## config.mk

```make
export PLATFORM = sky130hd
export DESIGN_NAME = bresenham_line_pixel_generator_top
export DESIGN_NICKNAME = d
export VERILOG_FILES = /design/src/design/blpg_pkg.sv /design/src/design/bresenham_line_pixel_generator_top.sv /design/src/design/blpg_stepper.sv /design/src/design/blpg_address.sv
export SDC_FILE = /design/constraint.sdc
export NUM_CORES = 1
export LEC_CHECK = 0
export ABC_AREA = 1
export BUFFER_PORTS_ARGS = -buffer_cell sky130_fd_sc_hd__buf_2
export CORE_MARGIN = 2
export CORE_UTILIZATION = 55
export CTS_CLUSTER_SIZE = 8
export DETAILED_ROUTE_END_ITERATION = 7
export HOLD_SLACK_MARGIN = 0.15
export PLACE_DENSITY = 0.77
export SETUP_SLACK_MARGIN = 0.3
export SLEW_MARGIN = 20
export SYNTH_ARGS = -nofsm -noshare
export SYNTH_HDL_FRONTEND = slang
export SYNTH_SLANG_ARGS = --single-unit
```

## constraint.sdc

```tcl
create_clock -name clk -period 5.9 [get_ports clk]
set_input_delay 1.18 -clock clk [delete_from_list [all_inputs] [get_ports clk]]
set_output_delay 1.18 -clock clk [all_outputs]
set_load 0.02 [all_outputs]
```

## src/design/blpg_pkg.sv

```systemverilog
`timescale 1ns / 1ps

package blpg_pkg;

  // Coordinate and field widths
  localparam int COORD_BITS = 12;
  localparam int ERR_BITS   = COORD_BITS + 2;
  localparam int ROW_BITS   = 13;
  localparam int ADDR_BITS  = 24;
  localparam int COLOR_BITS = 32;
  localparam int PROD_BITS  = COORD_BITS + ROW_BITS;

  localparam logic [ROW_BITS-1:0] ROW_WIDTH_RESET = ROW_BITS'(1280);

  // Item function codes
  localparam logic FUNC_START = 1'b0;
  localparam logic FUNC_STEP  = 1'b1;

  // One pixel on its way to the address stage
  typedef struct packed {
    logic [COORD_BITS-1:0] x;
    logic [COORD_BITS-1:0] y;
    logic [COLOR_BITS-1:0] color;
    logic                  last;
  } pixel_t;

  // Handshake from the pixel stage to the address stage
  typedef struct packed {
    logic valid;
  } stage_hs_t;

endpackage

```

## src/design/bresenham_line_pixel_generator_top.sv

```systemverilog
`timescale 1ns / 1ps

// Bresenham line rasteriser. A start word (func 0) loads both endpoints and
// the colour and gives the end pixel at once; each step word (func 1) gives
// the next pixel from the start point toward the end, and the one before the
// end point carries last_pixel. A step with no line in progress gives no
// pixel. One word is accepted per clock while item_stall is low, and each
// pixel passes two registers: one after the line-walk logic, one after the
// y * row_width + x multiply-add that forms pixel_address. The user must
// write row_width via cfg only while the block is idle; it is not enforced.
module bresenham_line_pixel_generator_top (
  input  logic                            clk,
  input  logic                            rst,
  input  logic                            item_valid,
  output logic                            item_stall,
  input  logic                            func,
  input  logic [blpg_pkg::COORD_BITS-1:0] line_start_x,
  input  logic [blpg_pkg::COORD_BITS-1:0] line_start_y,
  input  logic [blpg_pkg::COORD_BITS-1:0] line_end_x,
  input  logic [blpg_pkg::COORD_BITS-1:0] line_end_y,
  input  logic [blpg_pkg::COLOR_BITS-1:0] draw_color,
  input  logic                            cfg_valid,
  output logic                            cfg_ready,
  input  logic [blpg_pkg::ROW_BITS-1:0]   cfg_data,
  output logic                            pixel_valid,
  input  logic                            pixel_stall,
  output logic [blpg_pkg::COORD_BITS-1:0] pixel_x,
  output logic [blpg_pkg::COORD_BITS-1:0] pixel_y,
  output logic [blpg_pkg::ADDR_BITS-1:0]  pixel_address,
  output logic [blpg_pkg::COLOR_BITS-1:0] pixel_color,
  output logic                            last_pixel
);

  logic [blpg_pkg::ROW_BITS-1:0] row_width;
  logic                          a_free;
  logic                          accept;
  blpg_pkg::stage_hs_t           a_hs;
  blpg_pkg::pixel_t              a_pixel;
  logic                          b_take;

  assign cfg_ready  = 1'b1;
  assign item_stall = !a_free;
  assign accept     = item_valid && a_free;

  // Row width register
  always_ff @(posedge clk) begin
    if (rst) begin
      row_width <= blpg_pkg::ROW_WIDTH_RESET;
    end else if (cfg_valid && cfg_ready) begin
      row_width <= cfg_data;
    end
  end

  blpg_stepper u_stepper (
    .clk          (clk),
    .rst          (rst),
    .accept       (accept),
    .func         (func),
    .line_start_x (line_start_x),
    .line_start_y (line_start_y),
    .line_end_x   (line_end_x),
    .line_end_y   (line_end_y),
    .draw_color   (draw_color),
    .b_take       (b_take),
    .a_free       (a_free),
    .a_hs         (a_hs),
    .a_pixel      (a_pixel)
  );

  blpg_address u_address (
    .clk           (clk),
    .rst           (rst),
    .row_width     (row_width),
    .a_pixel       (a_pixel),
    .a_valid       (a_hs.valid),
    .b_take        (b_take),
    .pixel_valid   (pixel_valid),
    .pixel_stall   (pixel_stall),
    .pixel_x       (pixel_x),
    .pixel_y       (pixel_y),
    .pixel_address (pixel_address),
    .pixel_color   (pixel_color),
    .last_pixel    (last_pixel)
  );

endmodule

```

## src/design/blpg_stepper.sv

```systemverilog
`timescale 1ns / 1ps

module blpg_stepper (
  input  logic                            clk,
  input  logic                            rst,
  input  logic                            accept,
  input  logic                            func,
  input  logic [blpg_pkg::COORD_BITS-1:0] line_start_x,
  input  logic [blpg_pkg::COORD_BITS-1:0] line_start_y,
  input  logic [blpg_pkg::COORD_BITS-1:0] line_end_x,
  input  logic [blpg_pkg::COORD_BITS-1:0] line_end_y,
  input  logic [blpg_pkg::COLOR_BITS-1:0] draw_color,
  input  logic                            b_take,
  output logic                            a_free,
  output blpg_pkg::stage_hs_t             a_hs,
  output blpg_pkg::pixel_t                a_pixel
);

  localparam int CB = blpg_pkg::COORD_BITS;
  localparam int EB = blpg_pkg::ERR_BITS;

  // Line state
  logic [CB-1:0]                   current_x, current_y, target_x, target_y;
  logic [CB-1:0]                   span_x, span_y;
  logic                            step_x_negative, step_y_negative;
  logic signed [EB-1:0]            error_term;
  logic [blpg_pkg::COLOR_BITS-1:0] held_color;
  logic                            line_busy;

  logic [CB-1:0]                   current_x_next, current_y_next;
  logic [CB-1:0]                   target_x_next, target_y_next;
  logic [CB-1:0]                   span_x_next, span_y_next;
  logic                            step_x_negative_next, step_y_negative_next;
  logic signed [EB-1:0]            error_term_next;
  logic [blpg_pkg::COLOR_BITS-1:0] held_color_next;
  logic                            line_busy_next;

  // Stage A
  logic             a_valid;
  blpg_pkg::pixel_t pix_next;
  logic             has_result;

  // Step arithmetic, one bit wider than the error term
  logic signed [EB:0] twice, sx_ext, sy_ext, err_sum;
  logic               go_x, go_y, x_lt, y_lt;

  always_comb begin
    twice  = {error_term, 1'b0};
    sx_ext = $signed({{(EB+1-CB){1'b0}}, span_x});
    sy_ext = $signed({{(EB+1-CB){1'b0}}, span_y});
    go_x   = twice > -sy_ext;
    go_y   = twice < sx_ext;
    err_sum = {error_term[EB-1], error_term}
              - (go_x ? sy_ext : '0)
              + (go_y ? sx_ext : '0);
    x_lt = line_start_x < line_end_x;
    y_lt = line_start_y < line_end_y;
  end

  // Next state and the pixel this item gives
  always_comb begin
    current_x_next       = current_x;
    current_y_next       = current_y;
    target_x_next        = target_x;
    target_y_next        = target_y;
    span_x_next          = span_x;
    span_y_next          = span_y;
    step_x_negative_next = step_x_negative;
    step_y_negative_next = step_y_negative;
    error_term_next      = error_term;
    held_color_next      = held_color;
    line_busy_next       = line_busy;
    pix_next             = '0;
    has_result           = 1'b0;
    if (func == blpg_pkg::FUNC_START) begin
      current_x_next       = line_start_x;
      current_y_next       = line_start_y;
      target_x_next        = line_end_x;
      target_y_next        = line_end_y;
      span_x_next          = x_lt ? line_end_x - line_start_x : line_start_x - line_end_x;
      span_y_next          = y_lt ? line_end_y - line_start_y : line_start_y - line_end_y;
      step_x_negative_next = !x_lt;
      step_y_negative_next = !y_lt;
      error_term_next      = $signed({{(EB-CB){1'b0}}, span_x_next})
                             - $signed({{(EB-CB){1'b0}}, span_y_next});
      held_color_next      = draw_color;
      line_busy_next       = (line_start_x != line_end_x) || (line_start_y != line_end_y);
      // end pixel goes out at once
      pix_next.x           = line_end_x;
      pix_next.y           = line_end_y;
      pix_next.color       = draw_color;
      pix_next.last        = !line_busy_next;
      has_result           = 1'b1;
    end else if (line_busy) begin
      if (go_x) begin
        current_x_next = step_x_negative ? current_x - 1'b1 : current_x + 1'b1;
      end
      if (go_y) begin
        current_y_next = step_y_negative ? current_y - 1'b1 : current_y + 1'b1;
      end
      error_term_next = err_sum[EB-1:0];
      pix_next.x      = current_x;
      pix_next.y      = current_y;
      pix_next.color  = held_color;
      pix_next.last   = (current_x_next == target_x) && (current_y_next == target_y);
      if (pix_next.last) begin
        line_busy_next = 1'b0;
      end
      has_result = 1'b1;
    end
  end

  assign a_free     = !a_valid || b_take;
  assign a_hs.valid = a_valid;

  // Line state registers
  always_ff @(posedge clk) begin
    if (rst) begin
      current_x       <= '0;
      current_y       <= '0;
      target_x        <= '0;
      target_y        <= '0;
      span_x          <= '0;
      span_y          <= '0;
      step_x_negative <= 1'b0;
      step_y_negative <= 1'b0;
      error_term      <= '0;
      held_color      <= '0;
      line_busy       <= 1'b0;
    end else if (accept) begin
      current_x       <= current_x_next;
      current_y       <= current_y_next;
      target_x        <= target_x_next;
      target_y        <= target_y_next;
      span_x          <= span_x_next;
      span_y          <= span_y_next;
      step_x_negative <= step_x_negative_next;
      step_y_negative <= step_y_negative_next;
      error_term      <= error_term_next;
      held_color      <= held_color_next;
      line_busy       <= line_busy_next;
    end
  end

  // Stage A register
  always_ff @(posedge clk) begin
    if (rst) begin
      a_valid <= 1'b0;
    end else if (a_free) begin
      a_valid <= accept && has_result;
    end
  end

  always_ff @(posedge clk) begin
    if (a_free && accept) begin
      a_pixel <= pix_next;
    end
  end

endmodule

```

## src/design/blpg_address.sv

```systemverilog
`timescale 1ns / 1ps

module blpg_address (
  input  logic                            clk,
  input  logic                            rst,
  input  logic [blpg_pkg::ROW_BITS-1:0]   row_width,
  input  blpg_pkg::pixel_t                a_pixel,
  input  logic                            a_valid,
  output logic                            b_take,
  output logic                            pixel_valid,
  input  logic                            pixel_stall,
  output logic [blpg_pkg::COORD_BITS-1:0] pixel_x,
  output logic [blpg_pkg::COORD_BITS-1:0] pixel_y,
  output logic [blpg_pkg::ADDR_BITS-1:0]  pixel_address,
  output logic [blpg_pkg::COLOR_BITS-1:0] pixel_color,
  output logic                            last_pixel
);

  logic                           b_free;
  logic [blpg_pkg::PROD_BITS:0]   addr_full;

  // y * row_width + x, wrapped to the address width
  always_comb begin
    addr_full = (blpg_pkg::PROD_BITS + 1)'(a_pixel.y)
                * (blpg_pkg::PROD_BITS + 1)'(row_width)
                + (blpg_pkg::PROD_BITS + 1)'(a_pixel.x);
  end

  assign b_free = !pixel_valid || !pixel_stall;
  assign b_take = a_valid && b_free;

  always_ff @(posedge clk) begin
    if (rst) begin
      pixel_valid <= 1'b0;
    end else if (b_free) begin
      pixel_valid <= a_valid;
    end
  end

  // Output word register
  always_ff @(posedge clk) begin
    if (b_take) begin
      pixel_x       <= a_pixel.x;
      pixel_y       <= a_pixel.y;
      pixel_address <= addr_full[blpg_pkg::ADDR_BITS-1:0];
      pixel_color   <= a_pixel.color;
      last_pixel    <= a_pixel.last;
    end
  end

endmodule

```

**Yosys cells after proc, flatten, opt, wreduce, memory -nomap -nowiden**

Cells that the tools add are included.

- Bits in registers: 274
- Bits in latches: 0
- RAM bits: 0
- Memory bits (read-only): 0
- Bits of input ports: 99
- Output and inout bits: 84
- Word-level logic and storage cells: 89
- Memories: 0

- Add/sub/neg operators: 13
- Multiply operators: 1
- Divide/modulo/power cells: 0
- $lt $le $gt $ge: 4
- Equal/unequal tests: 5
- Shifts and indexed selects: 0
- Multiplexer cells: 25
- Bitwise operators: 1
- Reduce and logical (&&, ||, !) cells: 17

Operators by type and width:

| operator | number |
|---|---|
| $mux W12 | 16 |
| $mux W57 | 2 |
| $sub A12 B12 Y12 | 4 |
| $mux W14 | 2 |
| $add A12 B1 Y12 const B | 2 |
| $add A24 B12 Y24 | 1 |
| $eq A12 B12 Y1 | 2 |
| $lt A12 B12 Y1 | 2 |
| $mul A12 B13 Y24 | 1 |
| $ne A12 B12 Y1 | 2 |
| $sub A12 B1 Y12 const B | 2 |
| $gt A15 B15 Y1 | 1 |
| $lt A15 B13 Y1 | 1 |
| $neg A12 Y15 | 1 |
| $add A14 B14 Y14 | 1 |
| $sub A14 B12 Y14 | 1 |
| $sub A12 B12 Y13 | 1 |
| $logic_not A1 Y1 | 7 |
| $logic_and A1 B1 Y1 | 5 |
| $mux W1 | 5 |
| $reduce_and A2 Y1 | 2 |
| $logic_or A1 B1 Y1 | 3 |
| $ne A2 B1 Y1 const B | 1 |
| $not A1 Y1 | 1 |

**Longest topological paths before layout**

- Depth in word-level cells: 10
- Mapped depth: 37
- Depth with buffers taken out: 35

**By module**

From an unflattened synthesis, not the netlist that was laid out.

- Cell total of the unflattened synthesis: 2936
- Area, all modules: 22629.2 µm²

By module, submodules not included:

| module | times used | cells an instance | area each (µm²) | seq. area each (µm²) |
|---|---|---|---|---|
| blpg_stepper | 1 | 1867 | 13436.6 | 4154.0 |
| blpg_address | 1 | 984 | 8625.8 | 2452.4 |
| bresenham_line_pixel_generator_top | 1 | 85 | 566.8 | 260.2 |

**Worst setup path before layout**

Ideal clock, no wire load.

- Path kind: input -> register
- Start: in pixel_stall
- End: reg u_address.last_pixel, enable pin
- Library setup time: 547 ps
- Arrival time: 5121 ps
- Data required time: 5353 ps
- Path slack: 232 ps
- Cell stages on the path: 1
- Path buffers: 0
- Cells stage by stage: a21oi_1

- Word-level cells in the longest chain between the ends: 3

RTL lines:

| what | line | RTL |
|---|---|---|
| start: declaration | bresenham_line_pixel_generator_top.sv:26 | `input logic pixel_stall,` |
| $logic_not A1 Y1 | blpg_address.sv:29 | `assign b_free = !pixel_valid \|\| !pixel_stall;` |
| $logic_or A1 B1 Y1 | blpg_address.sv:29 |  |
| $logic_and A1 B1 Y1 | blpg_address.sv:30 | `assign b_take = a_valid && b_free;` |
| end signal: assignment | blpg_address.sv:47 | `last_pixel <= a_pixel.last;` |
| end: declaration | blpg_address.sv:16 | `output logic last_pixel` |

Every way passes these cells.
A chain may end at the register's enable or synchronous reset.

**Final worst setup path**

- Start: reg u_stepper.a_pixel[34] (netlist name)
- End: reg u_address.pixel_address[21] in the netlist's numbering, data pin

- Word-level cells in the longest chain between the ends: 2

RTL lines:

| what | line | RTL |
|---|---|---|
| $mul A12 B13 Y24 | blpg_address.sv:25 | `* (blpg_pkg::PROD_BITS + 1)'(row_width)` |
| $add A24 B12 Y24 | blpg_address.sv:26 | `+ (blpg_pkg::PROD_BITS + 1)'(a_pixel.x);` |
| via u_address.addr_full (one bit) | blpg_address.sv:20 | `logic [blpg_pkg::PROD_BITS:0] addr_full;` |
| end signal: assignment | blpg_address.sv:45 | `pixel_address <= addr_full[blpg_pkg::ADDR_BITS-1:0];` |
| end: declaration | blpg_address.sv:14 | `output logic [blpg_pkg::ADDR_BITS-1:0] pixel_address,` |

The timed path passes the listed nets, and every way through them passes these cells.

==> flow_summary.toml <==
[setup_path]
max_stage_delay_ns = 0.52
worstPathCellList = "buf_4, nand2_1, inv_1, fa_1, fa_1, inv_1, fa_1, inv_1, ha_1, inv_1, fa_1, inv_1, ha_1, a21oi_1, nand2_1, a21oi_1, o21ai_1, a21oi_1, o21ai_0, buf_4, nand2_1, nand2_1, a21oi_1, xor2_1"
crit_path_end_kind = "flop"
cp_max_fo = 8
arrival_ns = 5.60
ff2ff_setup_slack_ns = 0.61
crit_slowest_cell = "fa_1"
cp-start-kind = "flop"
worstSetupPathType = "reg -> reg"
cpMostUsedCell = "inv_1"
required_ns = 6.21

[grt]
overflow = 0
grt_usage = 0.2961
grt_start_max_net_pins = 67
grt_pass1_wl_um = 95980
grt_pass1_vias = 18710
antenna_found_initial = 13

[pwr]
switching_power_w = 0.003293
p_int_w = 0.004849
p_comb_frac = 0.441
pwr-share-clk = 0.266
power_w = 0.008142
pwr-share-seq = 0.293
netSwitchingFraction = 0.4044
power_leakage_nw = 12.21
ir_drop_v = 0.0002465
p_per_area_mw_per_mm2 = 333.6

[logic_synthesis]
synth_edf_count = 138
seq_area_frac_synth = 0.3175
synth.most_common_cell = "nand2_1"
synthTopCellsByArea = "edfxtp_1, fa_1, dfxtp_1"
synth_common_cells = "nand2_1, inv_1, a21oi_1"
ys_ff_latch = 274
synth_area_per_cell_um2 = 7.963
synth.distinct_cells = 48
yosysTopAreaCell = "edfxtp_1"
syn_nets = 3141
postSynthCellCount = 2716
yosysTopAreaCellShare = 0.1916
syn_area_mm2 = 0.02163
ys.flop_type = "edfxtp_1"
yosysWarnings = 0
synthArstFlopShare = 0

[cts]
cts_tree = "done"
clockBufferDepth = 3
cts.htree.levels = 2
cts_buffers = 40
cts.sinks = 274
clkTransAtPathRegs_ns = 0.06
root_buffer = "clkbuf_16"
insertion_delay_ns = 0.58

[timing]
finalCritPeriodShare = 0.8964
clock.fmax_mhz = 189.1
rsz0062_at_grt = "false"
fin_crit_ns = 5.289
timing.final.setup_violations = 0
slew_headroom = 0.2599
worst_pin_slew_ns = 1.110
drv_slew = 0
fin_worst_skew_ns = 0.02427
setup_ws_ns = 0.6111
hold_violations = 0
finalSetupTns_ns = 0

[final_layout]
layout.nets = 3315
drive_gt1_frac = 0.1039
syn_to_final_growth_pct = 12.84

[flow_run]
cap_violations = 0

[die]
fp.coreArea_mm2 = 0.03874
start_util = 0.5583
dieArea_mm2 = 0.04093
row_count = 72
ios = 183
die_w_um = 202.3
die_y_um = 202.3

[route]
first_pass_iters = 6
wl_per_cell_um = 17.71
drtIter0Drc = 1755
totalWireLength_um = 61040
drc = 0
ant_nets = 0
vias = 19160
viasPerCell = 5.559

[place]
place_congestion = 1.017
dpl_worst_slack_ns = 0.4202
port_buffers = 181
hpwlAfterDp_um = 46300

[outcome]
status = "completed"

[min_path]
hold_class = "reg -> reg"
## sequential cells by signal, indices dropped and copies added (netlist names), 12 cells and up
| signal | count |
|---|---|
| row_width | 13 |
| u_address.pixel_address | 24 |
| u_address.pixel_color | 32 |
| u_address.pixel_x | 12 |
| u_address.pixel_y | 12 |
| u_stepper.a_pixel | 57 |
| u_stepper.current_x | 12 |
| u_stepper.current_y | 12 |
| u_stepper.error_term | 14 |
| u_stepper.held_color | 32 |
| u_stepper.span_x | 12 |
| u_stepper.span_y | 12 |
| u_stepper.target_x | 12 |
| u_stepper.target_y | 12 |
## path summary, 6_finish.rpt
| path | start | endpoint | cells after the start |
|---|---|---|---|
| worst max-delay path | u_stepper.a_pixel[34]$_DFFE_PP_ | u_address.pixel_address[21]$_DFFE_PP_ | 24 |
| worst min-delay path | u_stepper.a_pixel[21]$_DFFE_PP_ | u_address.pixel_color[20]$_DFFE_PP_ | 0 |
| worst max register to register | u_stepper.a_pixel[34]$_DFFE_PP_ | u_address.pixel_address[21]$_DFFE_PP_ | 24 |
| worst min register to register | u_stepper.a_pixel[21]$_DFFE_PP_ | u_address.pixel_color[20]$_DFFE_PP_ | 0 |
## final cells by class
class                           instances  area [um^2]
Fill cell                            3348        14330
Timing Repair Buffer                  232         1291
Clock inverter                          4        71.32
Tap cell                              518        648.1
Clock buffer                           65         1095
Antenna cell                           12        30.03
Multi-Input combinational cell       1813        12420
Sequential cell                       274         6869
Inverter                              529         1986
## stage by stage
step                std cells  hold slack, ns  instance area (um^2)    util
global placement         3347          0.4012                 23040  0.5949
detailed placement       3347          0.4054                 23040  0.5949
CTS                      3416          0.4152                 24210  0.6250
floorplan                2716          0.4003                 21630       -
finish                   3447          0.4132                 24410  0.6300
global route             3447          0.4204                 24410  0.6300
## critical path, delay by kind of cell (launching register included)
| family | cells | cell delay [ns] |
|---|---|---|
| adders and majority gates | 6 | 2.55 |
| DFF | 1 | 0.50 |
| buffers and inverters | 7 | 0.59 |
| xor gates and xnor gates | 1 | 0.09 |
| and+or+nand+nor | 4 | 0.32 |
| AOI/OAI and AO/OA | 6 | 0.95 |
## per-layer routing
metal	up-vias	wire length, um	global-route usage
met5	-	12	0
met3	165	4311	0.04031
met2	733	29540	0.5060
met4	2	2591	0.1379
met1	9107	24580	0.3724
li1	9155	-	-
## kinds of logic (layout without fill, tap and decap cells)
kind of cell               after synthesis  count (layout)  share of synthesized area
other                                    1              13                  0.0001734
and+or+nand+nor                        875             875                     0.1660
adders and majority gates              326             326                     0.2368
DFF                                    274             274                     0.3175
buffers and inverters                  629             830                     0.1106
muxes                                    4               4                   0.001851
AOI/OAI and AO/OA                      533             533                     0.1370
xor gates and xnor gates                74              74                    0.02997
## power groups by stage
stage          clock (W)  sequential (W)  combinational (W)
5_1_grt          0.00229         0.00240            0.00404
6_report         0.00217         0.00239            0.00359
4_1_cts          0.00221         0.00239            0.00351
3_5_place_dp           0         0.00243            0.00349
3_3_place_gp           0         0.00242            0.00338
2_1_floorplan          0         0.00245            0.00255
## cell usage in the layout, fill, tap and decap left out, types with 6 or more instances in the layout
cell type	netlist	routed
nand2_1	582	581
inv_1	525	523
a21oi_1	222	221
o21ai_0	190	188
ha_1	187	187
buf_2	7	180
fa_1	139	139
edfxtp_1	138	138
dfxtp_1	136	134
nand3_1	118	118
nor2_1	113	112
xor2_1	59	59
buf_4	2	52
clkbuf_16	0	40
a221oi_1	30	30
nand4_1	26	26
o22ai_1	25	25
clkbuf_1	83	25
nor3_1	18	16
o211ai_1	15	15
xnor2_1	15	15
diode_2	0	12
o21bai_1	10	10
a31oi_1	10	10
a21o_1	7	7
inv_2	3	6
a211oi_1	6	6
## what timing repair did
| action | in CTS | in global routing |
|---|---|---|
| setup endpoints to repair | 0 | 12 |
| buffers inserted | 0 | 19 |
| resized for setup | 0 | 7 |
| hold buffers | 0 | 0 |
Note: power is estimated with default switching activity, not from simulation.
